==> src/design/ssgr_pkg.sv <==
package ssgr_pkg;

  // Sample and gain formats
  localparam int SAMPLE_BITS    = 24;
  localparam int GAIN_FRAC_BITS = 28;
  localparam int GAIN_BITS      = 32;
  localparam int RATIO_BITS     = 31;
  localparam int RATIO_FRAC     = 30;
  localparam int TOL_BITS       = 29;
  localparam int COEF_BITS      = 16;
  localparam int COEF_FRAC      = 16;
  localparam int CFG_IDX_BITS   = 2;
  localparam int CFG_DATA_BITS  = 31;

  // Shared multiplier: 32 x 32 unsigned
  localparam int MUL_BITS  = 32;
  localparam int PROD_BITS = 2 * MUL_BITS;

  // Sample scaling: magnitude times gain, then rounding
  localparam int SCL_BITS = SAMPLE_BITS + GAIN_BITS;
  localparam int RND_BITS = SCL_BITS + 1 - GAIN_FRAC_BITS;

  localparam logic [GAIN_BITS-1:0] UNITY_GAIN = GAIN_BITS'(64'd1 << GAIN_FRAC_BITS);
  localparam logic [SCL_BITS:0]    ROUND_HALF = (SCL_BITS+1)'(64'd1 << (GAIN_FRAC_BITS - 1));
  localparam logic [RND_BITS-1:0]  LIM_NEG    = RND_BITS'(64'd1 << (SAMPLE_BITS - 1));
  localparam logic [RND_BITS-1:0]  LIM_POS    = RND_BITS'((64'd1 << (SAMPLE_BITS - 1)) - 64'd1);

  // Queue between front and back
  localparam int QUEUE_DEPTH = 2;
  localparam int QPTR_BITS   = $clog2(QUEUE_DEPTH);
  localparam int QCNT_BITS   = $clog2(QUEUE_DEPTH + 1);

  // Register reset values
  localparam logic [RATIO_BITS-1:0] RATIO_UP_RST   = 31'd1074205487;
  localparam logic [RATIO_BITS-1:0] RATIO_DOWN_RST = 31'd1073278365;
  localparam logic [TOL_BITS-1:0]   TOL_RST        = 29'd2684;
  localparam logic [COEF_BITS-1:0]  COEF_RST       = 16'd3277;

  typedef enum logic [CFG_IDX_BITS-1:0] {
    CFG_RATIO_UP   = 2'd0,
    CFG_RATIO_DOWN = 2'd1,
    CFG_TOLERANCE  = 2'd2,
    CFG_COEF       = 2'd3
  } cfg_reg_e;

  typedef struct packed {
    logic [RATIO_BITS-1:0] ratio_up;
    logic [RATIO_BITS-1:0] ratio_down;
    logic [TOL_BITS-1:0]   tolerance;
    logic [COEF_BITS-1:0]  approach_coef;
  } cfg_t;

  typedef struct packed {
    logic signed [SAMPLE_BITS-1:0] left_sample;
    logic signed [SAMPLE_BITS-1:0] right_sample;
    logic [GAIN_BITS-1:0]          target_gain;
    logic                          jump_now;
  } in_item_t;

  typedef struct packed {
    logic signed [SAMPLE_BITS-1:0] left_out;
    logic signed [SAMPLE_BITS-1:0] right_out;
    logic [GAIN_BITS-1:0]          gain_now;
    logic                          ramping;
    logic                          clipped;
  } out_item_t;

  // Request as classified by the front
  typedef struct packed {
    in_item_t item;
    logic     retarget;
  } queue_item_t;

  typedef struct packed {
    logic                          clip;
    logic signed [SAMPLE_BITS-1:0] val;
  } scaled_t;

  // Magnitude of a signed sample (most negative value maps to its own pattern)
  function automatic logic [SAMPLE_BITS-1:0] sample_mag(input logic [SAMPLE_BITS-1:0] s);
    sample_mag = s[SAMPLE_BITS-1] ? (~s + 1'b1) : s;
  endfunction

  // Round to nearest (ties away from zero) and saturate to the sample range
  function automatic scaled_t scale_round(input logic [SCL_BITS-1:0] p, input logic neg);
    logic [SCL_BITS:0]   sum;
    logic [RND_BITS-1:0] r;
    scaled_t             res;
    sum      = {1'b0, p} + ROUND_HALF;
    r        = sum[SCL_BITS:GAIN_FRAC_BITS];
    res.clip = 1'b0;
    if (neg) begin
      if (r > LIM_NEG) begin
        r        = LIM_NEG;
        res.clip = 1'b1;
      end
      res.val = ~r[SAMPLE_BITS-1:0] + 1'b1;
    end else begin
      if (r > LIM_POS) begin
        r        = LIM_POS;
        res.clip = 1'b1;
      end
      res.val = r[SAMPLE_BITS-1:0];
    end
    scale_round = res;
  endfunction

endpackage

==> src/design/stereo_smooth_gain_ramp_unit.sv <==
// Stereo gain stage with a smoothed gain ramp.
// Input channel (in_valid_i / in_stall_o / in_item_i): one stereo pair, the
// target gain (Q4.28) and a jump flag per request. A request is taken on a
// clock edge with valid high and stall low.
// Output channel (out_valid_o / out_stall_i / out_item_o): one result per
// request, in order: both samples scaled and saturated, the gain applied,
// the ramping flag and a clip flag.
// Configuration: cfg_we_i writes cfg_data_i to the register at cfg_idx_i
// (ratio up, ratio down, tolerance, approach coefficient).
// A taken request passes the queue, then the back-end states error, then
// geometric, approach and update when the gain steps, then left scale,
// right scale and output. The back end takes no new request until the
// last result is written; one 32x32 multiplier serves gain step and samples.
// A two-entry queue lets the front keep accepting while the back works.
// Reset: gain and held target return to unity, no transition, registers to
// their defaults, queue and output empty.
// Stalls: a stalled result is held; the back end waits on it and the queue
// fills, after which in_stall_o rises.
module stereo_smooth_gain_ramp_unit (
  input  logic                                clk_i,
  input  logic                                rst_ni,
  input  logic                                in_valid_i,
  output logic                                in_stall_o,
  input  ssgr_pkg::in_item_t                  in_item_i,
  output logic                                out_valid_o,
  input  logic                                out_stall_i,
  output ssgr_pkg::out_item_t                 out_item_o,
  input  logic                                cfg_we_i,
  input  logic [ssgr_pkg::CFG_IDX_BITS-1:0]   cfg_idx_i,
  input  logic [ssgr_pkg::CFG_DATA_BITS-1:0]  cfg_data_i
);
  import ssgr_pkg::*;

  cfg_t        cfg_q;
  logic        q_full, q_push, q_pop, q_valid;
  queue_item_t q_push_item, q_pop_item;

  // Configuration registers
  always_ff @(posedge clk_i or negedge rst_ni) begin
    if (!rst_ni) begin
      cfg_q.ratio_up      <= RATIO_UP_RST;
      cfg_q.ratio_down    <= RATIO_DOWN_RST;
      cfg_q.tolerance     <= TOL_RST;
      cfg_q.approach_coef <= COEF_RST;
    end else if (cfg_we_i) begin
      unique case (cfg_reg_e'(cfg_idx_i))
        CFG_RATIO_UP:   cfg_q.ratio_up      <= cfg_data_i[RATIO_BITS-1:0];
        CFG_RATIO_DOWN: cfg_q.ratio_down    <= cfg_data_i[RATIO_BITS-1:0];
        CFG_TOLERANCE:  cfg_q.tolerance     <= cfg_data_i[TOL_BITS-1:0];
        CFG_COEF:       cfg_q.approach_coef <= cfg_data_i[COEF_BITS-1:0];
        default: ;
      endcase
    end
  end

  ssgr_front u_front (
    .clk_i      (clk_i),
    .rst_ni     (rst_ni),
    .in_valid_i (in_valid_i),
    .in_stall_o (in_stall_o),
    .in_item_i  (in_item_i),
    .q_full_i   (q_full),
    .q_push_o   (q_push),
    .q_item_o   (q_push_item)
  );

  ssgr_queue u_queue (
    .clk_i       (clk_i),
    .rst_ni      (rst_ni),
    .push_i      (q_push),
    .push_item_i (q_push_item),
    .full_o      (q_full),
    .pop_i       (q_pop),
    .valid_o     (q_valid),
    .pop_item_o  (q_pop_item)
  );

  ssgr_back u_back (
    .clk_i       (clk_i),
    .rst_ni      (rst_ni),
    .cfg_i       (cfg_q),
    .q_valid_i   (q_valid),
    .q_item_i    (q_pop_item),
    .q_pop_o     (q_pop),
    .out_valid_o (out_valid_o),
    .out_stall_i (out_stall_i),
    .out_item_o  (out_item_o)
  );

endmodule

==> src/design/ssgr_front.sv <==
module ssgr_front (
  input  logic                  clk_i,
  input  logic                  rst_ni,
  input  logic                  in_valid_i,
  output logic                  in_stall_o,
  input  ssgr_pkg::in_item_t    in_item_i,
  input  logic                  q_full_i,
  output logic                  q_push_o,
  output ssgr_pkg::queue_item_t q_item_o
);
  import ssgr_pkg::*;

  // Held target follows the request stream alone: every request leaves its target
  logic [GAIN_BITS-1:0] held_d, held_q;

  assign in_stall_o = q_full_i;
  assign q_push_o   = in_valid_i && !q_full_i;

  // Classify: a new target without jump starts a transition
  always_comb begin
    q_item_o.item     = in_item_i;
    q_item_o.retarget = !in_item_i.jump_now && (in_item_i.target_gain != held_q);
    held_d            = q_push_o ? in_item_i.target_gain : held_q;
  end

  always_ff @(posedge clk_i or negedge rst_ni) begin
    if (!rst_ni) begin
      held_q <= UNITY_GAIN;
    end else begin
      held_q <= held_d;
    end
  end

endmodule

==> src/design/ssgr_queue.sv <==
module ssgr_queue (
  input  logic                  clk_i,
  input  logic                  rst_ni,
  input  logic                  push_i,
  input  ssgr_pkg::queue_item_t push_item_i,
  output logic                  full_o,
  input  logic                  pop_i,
  output logic                  valid_o,
  output ssgr_pkg::queue_item_t pop_item_o
);
  import ssgr_pkg::*;

  queue_item_t          entry_q [QUEUE_DEPTH];
  logic [QPTR_BITS-1:0] wr_ptr_d, wr_ptr_q, rd_ptr_d, rd_ptr_q;
  logic [QCNT_BITS-1:0] count_d, count_q;

  assign full_o     = (count_q == QCNT_BITS'(QUEUE_DEPTH));
  assign valid_o    = (count_q != '0);
  assign pop_item_o = entry_q[rd_ptr_q];

  // Pointer wrap and occupancy
  always_comb begin
    wr_ptr_d = wr_ptr_q;
    rd_ptr_d = rd_ptr_q;
    count_d  = count_q;
    if (push_i) begin
      wr_ptr_d = (wr_ptr_q == QPTR_BITS'(QUEUE_DEPTH - 1)) ? '0 : wr_ptr_q + 1'b1;
    end
    if (pop_i) begin
      rd_ptr_d = (rd_ptr_q == QPTR_BITS'(QUEUE_DEPTH - 1)) ? '0 : rd_ptr_q + 1'b1;
    end
    if (push_i && !pop_i) begin
      count_d = count_q + 1'b1;
    end else if (pop_i && !push_i) begin
      count_d = count_q - 1'b1;
    end
  end

  always_ff @(posedge clk_i or negedge rst_ni) begin
    if (!rst_ni) begin
      wr_ptr_q <= '0;
      rd_ptr_q <= '0;
      count_q  <= '0;
    end else begin
      wr_ptr_q <= wr_ptr_d;
      rd_ptr_q <= rd_ptr_d;
      count_q  <= count_d;
    end
  end

  // Storage, no reset
  always_ff @(posedge clk_i) begin
    if (push_i) begin
      entry_q[wr_ptr_q] <= push_item_i;
    end
  end

endmodule

==> src/design/ssgr_back.sv <==
module ssgr_back (
  input  logic                  clk_i,
  input  logic                  rst_ni,
  input  ssgr_pkg::cfg_t        cfg_i,
  input  logic                  q_valid_i,
  input  ssgr_pkg::queue_item_t q_item_i,
  output logic                  q_pop_o,
  output logic                  out_valid_o,
  input  logic                  out_stall_i,
  output ssgr_pkg::out_item_t   out_item_o
);
  import ssgr_pkg::*;

  typedef enum logic [3:0] {
    S_IDLE,
    S_ERR,
    S_GEO,
    S_APP,
    S_UPD,
    S_SCL_L,
    S_SCL_R,
    S_OUT
  } state_e;

  state_e                  state_q;
  logic [GAIN_BITS-1:0]    g_q, t_q, err_q;
  logic                    trans_q, jump_q, up_q, geo_ok_q;
  logic [SAMPLE_BITS-1:0]  l_q, r_q;
  logic [PROD_BITS-1:0]    prod_q;
  logic [GAIN_BITS:0]      cand_q;
  scaled_t                 lres_q;
  out_item_t               out_q;
  logic                    out_valid_q;

  logic [MUL_BITS-1:0]     mul_a, mul_b;
  logic [PROD_BITS-1:0]    mul_p;
  logic [GAIN_BITS-1:0]    err_now, step_raw, step, g_upd;
  logic [GAIN_BITS:0]      cand_now;
  logic                    geo_ok_now, out_free;
  scaled_t                 rres;

  assign q_pop_o     = (state_q == S_IDLE) && q_valid_i;
  assign out_valid_o = out_valid_q;
  assign out_item_o  = out_q;
  assign out_free    = !out_valid_q || !out_stall_i;

  // Distance between gain and target
  assign err_now = (g_q > t_q) ? (g_q - t_q) : (t_q - g_q);

  // Shared multiplier operands
  always_comb begin
    unique case (state_q)
      S_GEO: begin
        mul_a = MUL_BITS'(g_q);
        mul_b = up_q ? MUL_BITS'(cfg_i.ratio_up) : MUL_BITS'(cfg_i.ratio_down);
      end
      S_APP: begin
        mul_a = MUL_BITS'(err_q);
        mul_b = MUL_BITS'(cfg_i.approach_coef);
      end
      S_SCL_L: begin
        mul_a = MUL_BITS'(sample_mag(l_q));
        mul_b = MUL_BITS'(g_q);
      end
      S_SCL_R: begin
        mul_a = MUL_BITS'(sample_mag(r_q));
        mul_b = MUL_BITS'(g_q);
      end
      default: begin
        mul_a = '0;
        mul_b = '0;
      end
    endcase
  end
  assign mul_p = mul_a * mul_b;

  // Geometric candidate must move toward the target without passing it
  always_comb begin
    cand_now = prod_q[RATIO_FRAC +: GAIN_BITS+1];
    if (up_q) begin
      geo_ok_now = (cand_now > {1'b0, g_q}) && (cand_now <= {1'b0, t_q});
    end else begin
      geo_ok_now = (cand_now < {1'b0, g_q}) && (cand_now >= {1'b0, t_q});
    end
  end

  // Asymptotic step, at least one LSB, never past the target
  always_comb begin
    step_raw = prod_q[COEF_FRAC +: GAIN_BITS];
    step     = (step_raw == '0) ? GAIN_BITS'(1) : step_raw;
    if (step > err_q) begin
      step = err_q;
    end
    if (geo_ok_q) begin
      g_upd = cand_q[GAIN_BITS-1:0];
    end else if (up_q) begin
      g_upd = g_q + step;
    end else begin
      g_upd = g_q - step;
    end
  end

  assign rres = scale_round(prod_q[SCL_BITS-1:0], r_q[SAMPLE_BITS-1]);

  // Sequencer, gain state and result register
  always_ff @(posedge clk_i or negedge rst_ni) begin
    if (!rst_ni) begin
      state_q     <= S_IDLE;
      g_q         <= UNITY_GAIN;
      t_q         <= UNITY_GAIN;
      trans_q     <= 1'b0;
      out_valid_q <= 1'b0;
    end else begin
      // result valid: raised from the output state, dropped once taken
      if (state_q == S_OUT && out_free) begin
        out_valid_q <= 1'b1;
      end else if (out_valid_q && !out_stall_i) begin
        out_valid_q <= 1'b0;
      end
      unique case (state_q)
        S_IDLE: begin
          if (q_valid_i) begin
            l_q    <= q_item_i.item.left_sample;
            r_q    <= q_item_i.item.right_sample;
            t_q    <= q_item_i.item.target_gain;
            jump_q <= q_item_i.item.jump_now;
            if (q_item_i.item.jump_now) begin
              g_q     <= q_item_i.item.target_gain;
              trans_q <= 1'b0;
            end else if (q_item_i.retarget) begin
              trans_q <= 1'b1;
            end
            state_q <= S_ERR;
          end
        end
        S_ERR: begin
          err_q <= err_now;
          up_q  <= (g_q < t_q);
          if (trans_q && (err_now > GAIN_BITS'(cfg_i.tolerance))) begin
            state_q <= S_GEO;
          end else begin
            state_q <= S_SCL_L;
          end
        end
        S_GEO: begin
          prod_q  <= mul_p;
          state_q <= S_APP;
        end
        S_APP: begin
          cand_q   <= cand_now;
          geo_ok_q <= geo_ok_now;
          prod_q   <= mul_p;
          state_q  <= S_UPD;
        end
        S_UPD: begin
          g_q     <= g_upd;
          state_q <= S_SCL_L;
        end
        S_SCL_L: begin
          // transition ends once the error is within tolerance
          if (err_now <= GAIN_BITS'(cfg_i.tolerance)) begin
            trans_q <= 1'b0;
          end
          prod_q  <= mul_p;
          state_q <= S_SCL_R;
        end
        S_SCL_R: begin
          lres_q  <= scale_round(prod_q[SCL_BITS-1:0], l_q[SAMPLE_BITS-1]);
          prod_q  <= mul_p;
          state_q <= S_OUT;
        end
        S_OUT: begin
          if (out_free) begin
            out_q.left_out  <= lres_q.val;
            out_q.right_out <= rres.val;
            out_q.gain_now  <= g_q;
            out_q.ramping   <= trans_q;
            out_q.clipped   <= lres_q.clip || rres.clip;
            state_q         <= S_IDLE;
          end
        end
        default: begin
          state_q <= S_IDLE;
        end
      endcase
    end
  end

  // A step moves the gain toward the target and never past it
  a_step_toward: assert property (@(posedge clk_i) disable iff (!rst_ni)
    state_q == S_UPD |=> (up_q ? (g_q > $past(g_q) && g_q <= t_q)
                               : (g_q < $past(g_q) && g_q >= t_q)))
    else $error("gain step overshoots or stalls");

  // A jump lands on the target with no transition pending
  a_jump_lands: assert property (@(posedge clk_i) disable iff (!rst_ni)
    state_q == S_ERR && jump_q |-> !trans_q && g_q == t_q)
    else $error("jump did not set gain to target");

  // A result is only raised from the output state
  a_out_source: assert property (@(posedge clk_i) disable iff (!rst_ni)
    $rose(out_valid_q) |-> $past(state_q) == S_OUT)
    else $error("result raised outside output state");

endmodule
==> config.mk <==
export PLATFORM = sky130hd
export DESIGN_NAME = stereo_smooth_gain_ramp_unit
export DESIGN_NICKNAME = d
export VERILOG_FILES = /design/src/design/ssgr_pkg.sv /design/src/design/stereo_smooth_gain_ramp_unit.sv /design/src/design/ssgr_front.sv /design/src/design/ssgr_queue.sv /design/src/design/ssgr_back.sv
export SDC_FILE = /design/constraint.sdc
export NUM_CORES = 2
export LEC_CHECK = 0
export BUFFER_PORTS_ARGS = -buffer_cell sky130_fd_sc_hd__buf_4
export CORE_MARGIN = 2
export CORE_UTILIZATION = 30
export DETAILED_ROUTE_END_ITERATION = 10
export PLACE_DENSITY = 0.54
export SYNTH_ARGS = -nofsm -noshare
export SYNTH_HDL_FRONTEND = slang
export SYNTH_SLANG_ARGS = --single-unit
==> constraint.sdc <==
create_clock -name clk_i -period 23.2 [get_ports clk_i]
set_input_delay 4.64 -clock clk_i [delete_from_list [all_inputs] [get_ports clk_i]]
set_output_delay 4.64 -clock clk_i [all_outputs]
set_load 0.05 [all_outputs]
==> results.toml <==
[status]
status = "finished, final reports clean"

[yosys]
syn_inst = 7186
synth_edf_count = 432
ys.flop_type = "edfxtp_1"
avgSynthCellArea_um2 = 9.58
yosysSeqAreaShare_pct = 26.7
ys_warn_count = 0
synth_cell_types = 99
synth_seq_cells = 644
syn_area_um2 = 68800
async_reset_ff_share_pct = 32.9

[layout]
layout_commonest_cell = "inv_1"
register_area_um2 = 18300
final_cell_mix = "inv_1 (1149), fa_1 (897), nand2_1 (863)"
multi_input_area_um2 = 44900
drive_gt1_share_pct = 10.7
fillCellCount = 23400
syn_to_final_growth_pct = 11.0
final_nets = 8734

[route]
drt_iter0_markers = 4949
drt_pass1_iterations = 6
drtAntennaViolNets = 0
wl_per_cell_um = 25.0
vias = 53100
wl_mm = 257
post-route-drc-count = 0
viasPerCell = 5.15

[run]
max-cap-violations = 0

[grt]
grt_overflow = 0
grt_pass1_vias = 54600
grt_pass1_wl_mm = 376
grt_use_total_pct = 22.1
grt_start_max_net_pins = 86
grt_antenna_before_repair = 25

[sta]
finalSetupTns_ps = 0
rsz0062_at_grt = "false"
clock_skew_ps = 46.3
timing.final.max_slew_violations = 0
max_slew_margin_pct = 18.8
finalCritPeriodShare_pct = 51.0
fmax_mhz = 84.6
setup_violations = 0
worstMarginPinSlew_ps = 1210
final_hold_viol_count = 0
min_period_ps = 11820

[placed_design]
gp_congestion = 0.958
place_hpwl_mm = 199
io_buffers = 202

[clock_tree]
cts_buffers = 68
clk_latency_ps = 690
cts_sinks = 644
clockBufferDepth = 3
post_cts_buffers = 0
ctsHtreeMaxLevel = 3
hold_buffers = 0
cts_resized = 0
path_clk_slew_ps = 60
cts_tree = "built"
cts.root.buffer_cell = "clkbuf_16"

[floorplanning]
start_util_pct = 30.2
die_y_um = 483
io_pins = 203
die_w_um = 483
core-area_um2 = 228000
die-area_um2 = 233000
std_cell_rows = 175

[worst_setup_path]
critPathMostFrequentCell = "fa_1"
crit_fanout = 31
cp_num_buf_inv = 8
crit_path_end_kind = "register"
worst_ep_required_time_ps = 23680
cp_top_family = "adder cells"
worstSetupStartpointType = "register"
slowest_stage = "dfrtp_1"
cp.arrival_ps = 12300
critPathMaxStageDelay_ps = 890
path_class = "reg -> reg"

[hold_path]
min_path_type = "reg -> reg"
state kept, by name (all words and copies together) (netlist names):
signal,cells
u_back.cand_q,32
u_back.state_q,3
u_back.lres_q,25
u_back.t_q,32
cfg_q,107
u_queue.count_q,2
u_back.prod_q,47
u_back.trans_q,1
u_queue.wr_ptr_q,1
u_back.g_q,32
u_back.out_valid_o,1
u_back.geo_ok_q,1
u_back.l_q,24
u_back.out_item_o,82
u_back.r_q,24
u_back.err_q,32
u_front.held_q,32
u_queue.rd_ptr_q,1
u_queue.entry_q,164
u_back.up_q,1
stage by stage:
stage               util, %  instance area [um2]  setup slack [ps]  hold slack [ps]  cells
finish                 33.5                76400             11380              419  10300
global placement       32.5                74000             11710              408  10200
floorplan                 -                68800             11840              400   7191
CTS                    33.5                76400             11760              419  10300
detailed placement     32.5                74000             11790              405  10200
global route           33.5                76400             11220              421  10300
worst register-to-register path: cells and delay by family (launching register included):
kind,cells,cell delay [ps]
AO/OA/AOI/OAI,9,3120
flip-flops,1,890
AND/OR/NAND/NOR,4,1990
buffers and inverters,8,1370
adder cells (fa/ha/maj),9,4250
area by class of cell:
cell class,instances,area share [%]
clock buffer,82,2.41
multi-input combinational,5009,58.7
inverter,1151,5.66
clock inverter,42,0.632
antenna,11,0.0360
timing repair buffer,365,3.60
tap,3009,4.93
sequential,644,24.0
cells in the mapped netlist, drive strengths merged, types with 116 or more instances:
library cell / count / area, um2
xnor2: 141 / 1240
edfxtp: 432 / 13000
o21ai: 176 / 885
inv: 1149 / 4310
nand2: 873 / 3300
a21oi: 336 / 1690
a21o: 144 / 1080
clkbuf: 321 / 1200
fa: 897 / 18000
nor2: 782 / 2940
dfrtp: 161 / 4030
mux2i: 116 / 1160
ha: 479 / 5990
mux2: 165 / 1860
worst paths after layout:
| path | from | depth (start not counted) | slack [ps] | to |
|---|---|---|---|---|
| setup / recovery | u_back.state_q[1]$_DFFE_PN0P_ | 30 | 11380 | u_back.prod_q[60]$_DFFE_PP_ |
| hold / removal | u_back.lres_q[3]$_DFFE_PP_ | 0 | 420 | u_back.out_item_o[61]$_DFFE_PP_ |
| setup reg to reg | u_back.state_q[1]$_DFFE_PN0P_ | 30 | 11380 | u_back.prod_q[60]$_DFFE_PP_ |
| hold reg to reg | u_back.lres_q[3]$_DFFE_PP_ | 0 | 420 | u_back.out_item_o[61]$_DFFE_PP_ |
| max in group asynchronous | rst_ni | 3 | 17230 | cfg_q[23]$_DFFE_PN0P_ |
| min in group asynchronous | rst_ni | 1 | 3850 | u_front.held_q[20]$_DFFE_PN0P_ |
cells by family after synthesis:
group                    Yosys count  synth area share, %
AND/OR/NAND/NOR                 2092                 13.1
AO/OA/AOI/OAI                   1015                 9.45
multiplexers                     283                 4.45
XOR/XNOR                         236                 3.01
flip-flops                       644                 26.7
buffers and inverters           1538                 8.50
other                              2               0.0109
adder cells (fa/ha/maj)         1376                 34.8
layer usage:
layer | routed length, um | up-vias | track usage [%] | part of all wire (%)
met2 | 111000 | 2206 | 33.2 | 43
li1 | - | 23300 | - | -
met1 | 111000 | 27100 | 30.2 | 43
met5 | 59 | - | 0 | 0.023
met4 | 14900 | 10 | 11.0 | 5.8
met3 | 20700 | 489 | 4.62 | 8.1
Power is not shown: default switching activity piles up to over one toggle a cycle in this logic, so the estimate is an artifact.
